==> config.mk <==
export PLATFORM = sky130hd
export DESIGN_NAME = chunked_base94_candidate_generator_top
export DESIGN_NICKNAME = d
export VERILOG_FILES = /design/src/hdl/cb94_pkg.sv /design/src/hdl/cb94_digit_add.sv /design/src/hdl/chunked_base94_candidate_generator_top.sv
export VERILOG_INCLUDE_DIRS = /design/src /design/src/hdl
export SDC_FILE = /design/constraint.sdc
export NUM_CORES = 2
export LEC_CHECK = 0
export BUFFER_PORTS_ARGS = -buffer_cell sky130_fd_sc_hd__buf_4
export CORE_ASPECT_RATIO = 0.6
export CORE_MARGIN = 4
export CORE_UTILIZATION = 25
export DETAILED_ROUTE_END_ITERATION = 6
export PLACE_DENSITY = 0.47
export REMOVE_ABC_BUFFERS = 1
export SLEW_MARGIN = 20
export SYNTH_ARGS = -nofsm -noshare
export SYNTH_HDL_FRONTEND = slang
export SYNTH_SLANG_ARGS = --single-unit
==> constraint.sdc <==
create_clock -name clk -period 47.5 [get_ports clk]
set_input_delay 9.5 -clock clk [delete_from_list [all_inputs] [get_ports clk]]
set_output_delay 9.5 -clock clk [all_outputs]
set_load 0.05 [all_outputs]
==> src/hdl/assert_macros.svh <==
// Assertion macros shared by the RTL.
// No dependencies.
`ifndef ASSERT_MACROS_SVH
`define ASSERT_MACROS_SVH
`define ASSERT_IMPL(label, clk, rst_n, a, c) \
    label: assert property (@(posedge clk) disable iff (!rst_n) (a) |-> (c)) \
        else $error("assertion failed");
`define ASSERT_NEXT(label, clk, rst_n, a, c) \
    label: assert property (@(posedge clk) disable iff (!rst_n) (a) |=> (c)) \
        else $error("assertion failed");
`endif

==> src/hdl/cb94_pkg.sv <==
// Types and constants for the chunked base-94 candidate generator.
// No dependencies.
package cb94_pkg;
    localparam logic [1:0] OP_LOAD = 2'd0;
    localparam logic [1:0] OP_DIST = 2'd1;
    localparam logic [1:0] OP_ADV  = 2'd2;
    localparam logic [1:0] OP_READ = 2'd3;
    localparam logic [6:0] CH_MIN = 7'd33;
    localparam logic [6:0] CH_MAX = 7'd126;
    localparam logic [15:0] CHUNK_RESET = 16'd5000;
    localparam int BASE = 94;

    typedef struct packed {
        logic [1:0] operation;
        logic [2:0] slot_index;
        logic [4:0] char_position;
        logic [6:0] char_value;
    } in_item_t;

    typedef struct packed {
        logic [6:0] char_out;
        logic [4:0] position_out;
        logic       last;
    } out_item_t;
endpackage

==> src/hdl/cb94_digit_add.sv <==
// One base-94 digit step: digit plus carry, next digit and carry out.
// Depends on cb94_pkg.
module cb94_digit_add
(
    input  logic [6:0]  ch,
    input  logic [15:0] carry,
    output logic [6:0]  ch_new,
    output logic [15:0] carry_new
);
    import cb94_pkg::*;
    logic [16:0] sum;
    logic [16:0] q;
    logic [33:0] prod;
    logic [16:0] r;
    always_comb
    begin
        if (ch == 7'd0)
            sum = {1'b0, carry} - 17'd1;
        else
            sum = {1'b0, carry} + {10'd0, ch} - 17'd33;
        // 44620 = floor(2^22/94): quotient low by at most one for sum < 2^17
        prod = {17'd0, sum} * 34'd44620;
        q = 17'(prod >> 22);
        r = sum - 17'(q * 17'd94);
        if (r >= 17'd94)
        begin
            r = r - 17'd94;
            q = q + 17'd1;
        end
        ch_new = 7'(r) + CH_MIN;
        carry_new = q[15:0];
    end
endmodule

==> src/hdl/chunked_base94_candidate_generator_top.sv <==
// Chunked base-94 candidate generator, one item at a time; next item taken once
// the last result has left. Each operation is a serial walk over one char
// memory: load writes one char (clearing the shared row first at position 0);
// advance, take chunk and distribute walk row positions, distribute for every
// slot; read walks the slot string. Reset: async, clears control; char memory
// swept to zero while inputs are stalled.
module chunked_base94_candidate_generator_top #(
    parameter int MAX_CHARS = 29,
    parameter int NUM_SLOTS = 8
) (
    input  logic                 clk,
    input  logic                 rst_n,
    input  logic                 in_valid,
    output logic                 in_stall,
    input  cb94_pkg::in_item_t   in_item,
    output logic                 out_valid,
    input  logic                 out_stall,
    output cb94_pkg::out_item_t  out_item,
    input  logic                 psel,
    input  logic                 penable,
    input  logic                 pwrite,
    input  logic [1:0]           paddr,
    input  logic [31:0]          pwdata,
    output logic [31:0]          prdata,
    output logic                 pready
);
    import cb94_pkg::*;
    `include "assert_macros.svh"

    localparam int PW = $clog2(MAX_CHARS + 1);
    localparam int SW = (NUM_SLOTS > 1) ? $clog2(NUM_SLOTS) : 1;
    localparam int ROWS = NUM_SLOTS + 1;
    localparam int RW = $clog2(ROWS + 1);
    localparam int DEPTH = ROWS * MAX_CHARS;
    localparam int AW = $clog2(DEPTH);
    localparam logic [RW-1:0] SHARED_ROW = RW'(NUM_SLOTS);

    typedef enum logic [3:0] {
        S_CLR, S_IDLE, S_LD, S_TK_RD, S_TK_CP, S_AD_RD, S_AD_WR,
        S_RD_RD, S_RD_EM, S_ACK
    } state_t;

    logic [15:0] chunk_reg;
    logic [15:0] quota_reg [NUM_SLOTS];
    logic [6:0]  mem [DEPTH];
    logic [6:0]  rdata;
    logic        we;
    logic [AW-1:0] waddr, raddr;
    logic [6:0]  wdata;

    state_t      state_reg;
    in_item_t    item_reg;
    logic [RW-1:0] slot_reg;
    logic [PW-1:0] pos_reg;
    logic [15:0] carry_reg;
    logic        ended_reg;
    logic        dist_reg;
    logic        ov_reg;
    out_item_t   ov_item_reg;
    logic [AW-1:0] clr_reg;
    logic        first_reg;
    logic [6:0]  hold_reg;

    logic [6:0]  add_ch;
    logic [15:0] add_carry;
    logic        rd_end;
    logic        ov_load;

    function automatic logic [AW-1:0] addr_of(logic [RW-1:0] row, logic [PW-1:0] p);
        return AW'(row * MAX_CHARS + p);
    endfunction

    assign pready = 1'b1;
    assign prdata = (paddr == 2'd0) ? {16'd0, chunk_reg} : 32'd0;

    always_ff @(posedge clk or negedge rst_n)
    begin
        if (!rst_n)
            chunk_reg <= CHUNK_RESET;
        else if (psel && penable && pwrite && paddr == 2'd0)
            chunk_reg <= pwdata[15:0];
    end

    always_ff @(posedge clk)
    begin
        if (we)
            mem[waddr] <= wdata;
        rdata <= mem[raddr];
    end

    // current char for add: empty once string ended
    cb94_digit_add u_add (
        .ch        (ended_reg ? 7'd0 : rdata),
        .carry     (carry_reg),
        .ch_new    (add_ch),
        .carry_new (add_carry)
    );

    assign in_stall = (state_reg != S_IDLE) || ov_reg;
    assign out_valid = ov_reg;
    assign out_item = ov_item_reg;

    logic out_free;
    assign out_free = !ov_reg || !out_stall;

    // read walk ends at the first empty char or past the last position
    assign rd_end = (rdata == 7'd0) || (pos_reg == PW'(MAX_CHARS));
    assign ov_load = out_free && ((state_reg == S_ACK) ||
                     (state_reg == S_RD_EM && (pos_reg != '0 || rd_end)));

    always_ff @(posedge clk or negedge rst_n)
    begin
        if (!rst_n)
            ov_reg <= 1'b0;
        else if (ov_load)
            ov_reg <= 1'b1;
        else if (!out_stall)
            ov_reg <= 1'b0;
    end

    // memory port control
    always_comb
    begin
        we = 1'b0;
        waddr = '0;
        wdata = '0;
        raddr = '0;
        unique case (state_reg)
            S_CLR:
            begin
                we = 1'b1;
                waddr = clr_reg;
            end
            S_LD:
            begin
                we = 1'b1;
                waddr = addr_of(SHARED_ROW, pos_reg);
                if (first_reg || item_reg.char_value == 7'd0)
                    wdata = 7'd0;
                else if (item_reg.char_value < CH_MIN)
                    wdata = CH_MIN;
                else if (item_reg.char_value > CH_MAX)
                    wdata = CH_MAX;
                else
                    wdata = item_reg.char_value;
            end
            S_TK_RD, S_AD_RD, S_RD_RD, S_RD_EM:
            begin
                raddr = (state_reg == S_TK_RD) ? addr_of(SHARED_ROW, pos_reg)
                                               : addr_of(slot_reg, pos_reg);
            end
            S_TK_CP:
            begin
                // copy to slot row (first_reg=1), else zero shared past its end
                we = 1'b1;
                if (first_reg)
                begin
                    waddr = addr_of(slot_reg, pos_reg);
                    wdata = ended_reg ? 7'd0 : rdata;
                end
                else
                begin
                    waddr = addr_of(SHARED_ROW, pos_reg);
                    wdata = (ended_reg || rdata == 7'd0) ? 7'd0 : rdata;
                end
            end
            S_AD_WR:
            begin
                // zero chunk leaves the shared string as it is
                we = first_reg || chunk_reg != 16'd0;
                waddr = addr_of(dist_reg || quota_reg[slot_reg[SW-1:0]] == 16'd0
                                ? SHARED_ROW : slot_reg, pos_reg);
                wdata = add_ch;
                if (first_reg)
                    wdata = (rdata >= CH_MAX) ? CH_MIN
                          : (rdata == 7'd0 ? CH_MIN : rdata + 7'd1);
            end
            default: ;
        endcase
    end

    // Take chunk: pass 1 (S_TK_RD/S_TK_CP, first_reg=1) copies shared to slot
    // and zeroes shared past its first zero in pass 2 (first_reg=0), then
    // pass 3 adds chunk into shared from the slot copy (S_AD_RD/S_AD_WR,
    // carry, first_reg=0). Advance in place: S_AD_RD/S_AD_WR, first_reg=1.
    logic take_mode_reg;

    always_ff @(posedge clk or negedge rst_n)
    begin
        if (!rst_n)
        begin
            state_reg <= S_CLR;
            clr_reg <= '0;
            ov_item_reg <= '0;
            item_reg <= '0;
            slot_reg <= '0;
            pos_reg <= '0;
            carry_reg <= '0;
            ended_reg <= 1'b0;
            dist_reg <= 1'b0;
            first_reg <= 1'b0;
            take_mode_reg <= 1'b0;
            hold_reg <= '0;
            for (int i = 0; i < NUM_SLOTS; i++)
                quota_reg[i] <= '0;
        end
        else
        begin
            unique case (state_reg)
                S_CLR:
                begin
                    clr_reg <= clr_reg + AW'(1);
                    if (clr_reg == AW'(DEPTH - 1))
                        state_reg <= S_IDLE;
                end
                S_IDLE:
                begin
                    if (in_valid && !in_stall)
                    begin
                        item_reg <= in_item;
                        pos_reg <= (in_item.operation == OP_LOAD)
                                   ? PW'(in_item.char_position) : '0;
                        ended_reg <= 1'b0;
                        slot_reg <= (in_item.operation == OP_DIST)
                                    ? '0 : RW'(in_item.slot_index);
                        unique case (in_item.operation)
                            OP_LOAD:
                            begin
                                if (in_item.char_position == 5'd0)
                                begin
                                    state_reg <= S_LD;
                                    first_reg <= 1'b1;
                                end
                                else if (32'(in_item.char_position) < MAX_CHARS)
                                begin
                                    first_reg <= 1'b0;
                                    state_reg <= S_LD;
                                end
                                else
                                    state_reg <= S_ACK;
                            end
                            OP_DIST:
                            begin
                                dist_reg <= 1'b1;
                                first_reg <= 1'b1;
                                state_reg <= S_TK_RD;
                            end
                            OP_ADV:
                            begin
                                dist_reg <= 1'b0;
                                if (32'(in_item.slot_index) >= NUM_SLOTS)
                                    state_reg <= S_ACK;
                                else if (quota_reg[in_item.slot_index[SW-1:0]] == 16'd0)
                                begin
                                    first_reg <= 1'b1;
                                    state_reg <= S_TK_RD;
                                end
                                else
                                begin
                                    first_reg <= 1'b1;
                                    take_mode_reg <= 1'b0;
                                    state_reg <= S_AD_RD;
                                end
                            end
                            OP_READ:
                            begin
                                if (32'(in_item.slot_index) >= NUM_SLOTS)
                                    state_reg <= S_ACK;
                                else
                                    state_reg <= S_RD_RD;
                            end
                            default: state_reg <= S_ACK;
                        endcase
                    end
                end
                S_LD:
                begin
                    // position 0: clear whole row, then write char 0
                    if (first_reg)
                    begin
                        if (pos_reg == PW'(MAX_CHARS - 1))
                        begin
                            first_reg <= 1'b0;
                            pos_reg <= '0;
                        end
                        else
                            pos_reg <= pos_reg + PW'(1);
                    end
                    else
                        state_reg <= S_ACK;
                end
                S_TK_RD: state_reg <= S_TK_CP;
                S_TK_CP:
                begin
                    if (pos_reg == PW'(MAX_CHARS - 1))
                    begin
                        pos_reg <= '0;
                        ended_reg <= 1'b0;
                        if (first_reg)
                        begin
                            first_reg <= 1'b0;
                            state_reg <= S_TK_RD;
                        end
                        else if (chunk_reg == 16'd0)
                            state_reg <= S_AD_WR;
                        else
                        begin
                            take_mode_reg <= 1'b1;
                            carry_reg <= chunk_reg;
                            state_reg <= S_AD_RD;
                        end
                    end
                    else
                    begin
                        if (!ended_reg && rdata == 7'd0)
                            ended_reg <= 1'b1;
                        pos_reg <= pos_reg + PW'(1);
                        state_reg <= S_TK_RD;
                    end
                end
                S_AD_RD: state_reg <= S_AD_WR;
                S_AD_WR:
                begin
                    logic done;
                    done = 1'b0;
                    if (take_mode_reg || (state_reg == S_AD_WR && !first_reg))
                    begin
                        if (chunk_reg != 16'd0)
                        begin
                            carry_reg <= add_carry;
                            if (add_carry == 16'd0 || pos_reg == PW'(MAX_CHARS - 1))
                                done = 1'b1;
                        end
                        else
                            done = 1'b1;
                        if (done)
                        begin
                            quota_reg[slot_reg[SW-1:0]] <=
                                (chunk_reg == 16'd0) ? 16'd0 : chunk_reg - 16'd1;
                            take_mode_reg <= 1'b0;
                            if (dist_reg && slot_reg != RW'(NUM_SLOTS - 1))
                            begin
                                slot_reg <= slot_reg + RW'(1);
                                pos_reg <= '0;
                                ended_reg <= 1'b0;
                                first_reg <= 1'b1;
                                state_reg <= S_TK_RD;
                            end
                            else
                            begin
                                dist_reg <= 1'b0;
                                state_reg <= S_ACK;
                            end
                        end
                        else
                        begin
                            if (!ended_reg && rdata == 7'd0)
                                ended_reg <= 1'b1;
                            pos_reg <= pos_reg + PW'(1);
                            state_reg <= S_AD_RD;
                        end
                    end
                    else
                    begin
                        if (rdata < CH_MAX || pos_reg == PW'(MAX_CHARS - 1))
                        begin
                            quota_reg[slot_reg[SW-1:0]] <=
                                quota_reg[slot_reg[SW-1:0]] - 16'd1;
                            state_reg <= S_ACK;
                        end
                        else
                        begin
                            pos_reg <= pos_reg + PW'(1);
                            state_reg <= S_AD_RD;
                        end
                    end
                end
                S_RD_RD: state_reg <= S_RD_EM;
                S_RD_EM:
                begin
                    // char at pos_reg-1 goes out once char at pos_reg is known
                    if (pos_reg == '0 && !rd_end)
                    begin
                        hold_reg <= rdata;
                        pos_reg <= pos_reg + PW'(1);
                        state_reg <= S_RD_RD;
                    end
                    else if (out_free)
                    begin
                        if (pos_reg == '0)
                            ov_item_reg <= '{char_out: 7'd0, position_out: 5'd0,
                                             last: 1'b1};
                        else
                            ov_item_reg <= '{char_out: hold_reg,
                                             position_out: 5'(pos_reg - PW'(1)),
                                             last: rd_end};
                        if (rd_end)
                            state_reg <= S_IDLE;
                        else
                        begin
                            hold_reg <= rdata;
                            pos_reg <= pos_reg + PW'(1);
                            state_reg <= S_RD_RD;
                        end
                    end
                end
                S_ACK:
                begin
                    if (out_free)
                    begin
                        ov_item_reg <= '{char_out: 7'd0, position_out: 5'd0, last: 1'b1};
                        state_reg <= S_IDLE;
                    end
                end
                default: state_reg <= S_IDLE;
            endcase
        end
    end

    `ASSERT_IMPL(a_no_accept_busy, clk, rst_n, state_reg != S_IDLE, in_stall)
    `ASSERT_NEXT(a_ack_last, clk, rst_n, state_reg == S_ACK && out_free,
                 out_valid && out_item.last)
    `ASSERT_IMPL(a_no_write_idle, clk, rst_n, state_reg == S_IDLE, !we)
endmodule

==> impl_metrics.ini <==
[sta]
min_period_over_period_pct = 42.0
fmax_mhz = 50.1
setup-tns-final_ps = 0
worst_pin_slew_ps = 1420
hold_viol = 0
finClkSkew_ps = 97.0
fin_ws_ps = 27540
setup_viol = 0
slew_violations = 0
whs_ps = 500
rsz0062_at_grt = no
layout_min_cycle_time_ps = 19960
relSlewSlack_pct = 4.25

[cts]
clkTransAtPathRegs_ps = 70
clock_latency_ps = 880
htree_levels = 4
post_cts_buffers = 0
cts-root-buf = clkbuf_16
holdBufCountCts = 0
cts.repair.resized = 0
cts_buffer_depth = 4
cts_tree = done
cts_buffers = 187
cts_sinks = 2048

[drt]
wire_per_inst_um = 22.9
drt-initial-drc-count = 6368
drc = 0
ant_nets = 0
wl_mm = 295
via_count = 64460
firstDrtPassIters = 6
vias_per_cell = 5.00

[critical_path]
crit_required_ps = 38000
cp_max_fo = 11
r2r_slack_ps = 27660
reg2regPathDepth = 78
start_kind = primary input
reg2reg_from = rdata[1]$_DFF_P_
arrival_ps = 10460
critical_path_class = in2out
r2r_end = mem[192][6]$_DFFE_PP_
crit_path_end_kind = primary output

[min_path]
hp-start = out_item[0]$_DFFE_PN0P_
hold_depth = 2
hold_class = reg2reg
hold_path_end = out_item[0]$_DFFE_PN0P_

[grt]
grt_usage_pct = 14.5
grt.busiest_layer = met1
use_met2_pct = 19.7
antenna_found_initial = 13
grt_pass1_wl_mm = 432
grt_overflow = 0
grt_use_met1_pct = 22.9
use_met3_pct = 3.85
grt_pass1_vias = 61984
grt_max_degree = 177

[logic_synthesis]
synth_top_area_cell = edfxtp_1
synth_ff_type = edfxtp_1
synth_common_cells = edfxtp_1, nand2_1, nor2_1
yosysSeqAreaShare_pct = 63.0
yosys.cell_count.top_type = edfxtp_1
async_flop_share_pct = 10.4
ys_ff_latch = 2048
synthDistinctLibCells = 103
syn_area_sq_um = 95800
yosysWarnings = 0
synthTopCellsByArea = edfxtp_1, dfrtp_1, nand2_1
yosysTopAreaCellShare_pct = 57.3
avgSynthCellArea_sq_um = 12.2
synthCells = 7838
synth_edf_count = 1827

[place]
pre_cts_ws_ps = 27510
hpwl_mm = 184
gp_congestion = 0.815
port-buffer-count = 72

[run]
maxCapViolCount = 0

[cells_and_area]
fin_util_pct = 28.4
drive_above_1_share_pct = 9.18
largest_register_ff_count = 1827
layout.nets = 8145
area_growth_pct = 12.7
fillers = 38605

[floorplan]
core-area_sq_um = 380000
fp.dieW_um = 807
rows = 175
die_y_um = 488
start_util_pct = 25.2
ios = 106
dieArea_sq_um = 394000

[run_status]
outcome = finished, final reports clean
## cell families after synthesis
| kind of cell | share of synthesized area [%] |
|---|---|
| AOI/OAI and AO/OA | 10.5 |
| adders and majority gates | 5.96 |
| muxes | 2.82 |
| other | 0.00784 |
| xor gates and xnor gates | 1.41 |
| buffers and inverters | 3.36 |
| and+or+nand+nor | 12.9 |
| DFF | 63.0 |
## how the worst max path moves through the flow
stage                            startpoint                    end  slack, ps  depth (start not counted)
floorplan           slot_reg[0]$_DFFE_PN0P_       rdata[0]$_DFF_P_      17070                         15
global placement                   paddr[1]              prdata[6]      27510                          3
detailed placement                 paddr[1]              prdata[8]      27510                          5
CTS                                paddr[1]              prdata[8]      27510                          5
global route               rdata[1]$_DFF_P_  mem[236][6]$_DFFE_PP_      26230                         78
finish                             paddr[1]              prdata[8]      27540                          5
## routing by layer
metal,vias to the layer above,part of all wire (%),routed length [um]
li1,29015,-,-
met1,32933,50,147000
met5,-,0.070,207
met4,4,1.5,4340
met2,2203,40,118000
met3,305,8.6,25400
## critical path, stage by stage
cell    delay, ps
buf_4         160
nor2_1        170
buf_4         240
and2_1        160
buf_4         200
## stage by stage
step	instances	instance area [sq um]
floorplan	7295	93700
global placement	12552	102000
detailed placement	12552	102000
CTS	12877	108000
global route	12880	108000
finish	12887	108000
## layout make-up
class                           instances  area (sq um)  share of cell area (%)
Inverter                              267          1000                   0.930
Clock inverter                        108          1110                    1.03
Timing Repair Buffer                  214          1740                    1.61
Clock buffer                          217          4890                    4.52
Multi-Input combinational cell       4980         32600                    30.2
Sequential cell                      2048         60400                    55.9
Antenna cell                            9          22.5                  0.0208
Tap cell                             5044          6310                    5.84
## cell usage in the layout, fill, tap and decap left out, types with 28 or more instances in the layout
cell / instances
and2_1: 30
mux2_1: 40
a211oi_1: 90
clkinv_1: 37
xnor2_1: 101
mux4_2: 32
o311ai_0: 177
clkinv_2: 33
nor3_1: 210
edfxtp_1: 1827
dfrtp_1: 207
nor4_1: 31
buf_4: 202
xor2_1: 48
mux2i_1: 28
clkbuf_16: 190
ha_1: 281
o21ai_0: 289
nand2_1: 1141
nor2_1: 569
a21oi_1: 232
fa_1: 108
a31oi_1: 47
mux2_2: 110
or3_1: 118
a311oi_1: 156
o211ai_1: 70
inv_1: 262
and3_1: 80
o221ai_1: 177
nand3_1: 447
Power is not shown: default switching activity piles up to over one toggle a cycle in this logic, so the estimate is an artifact.
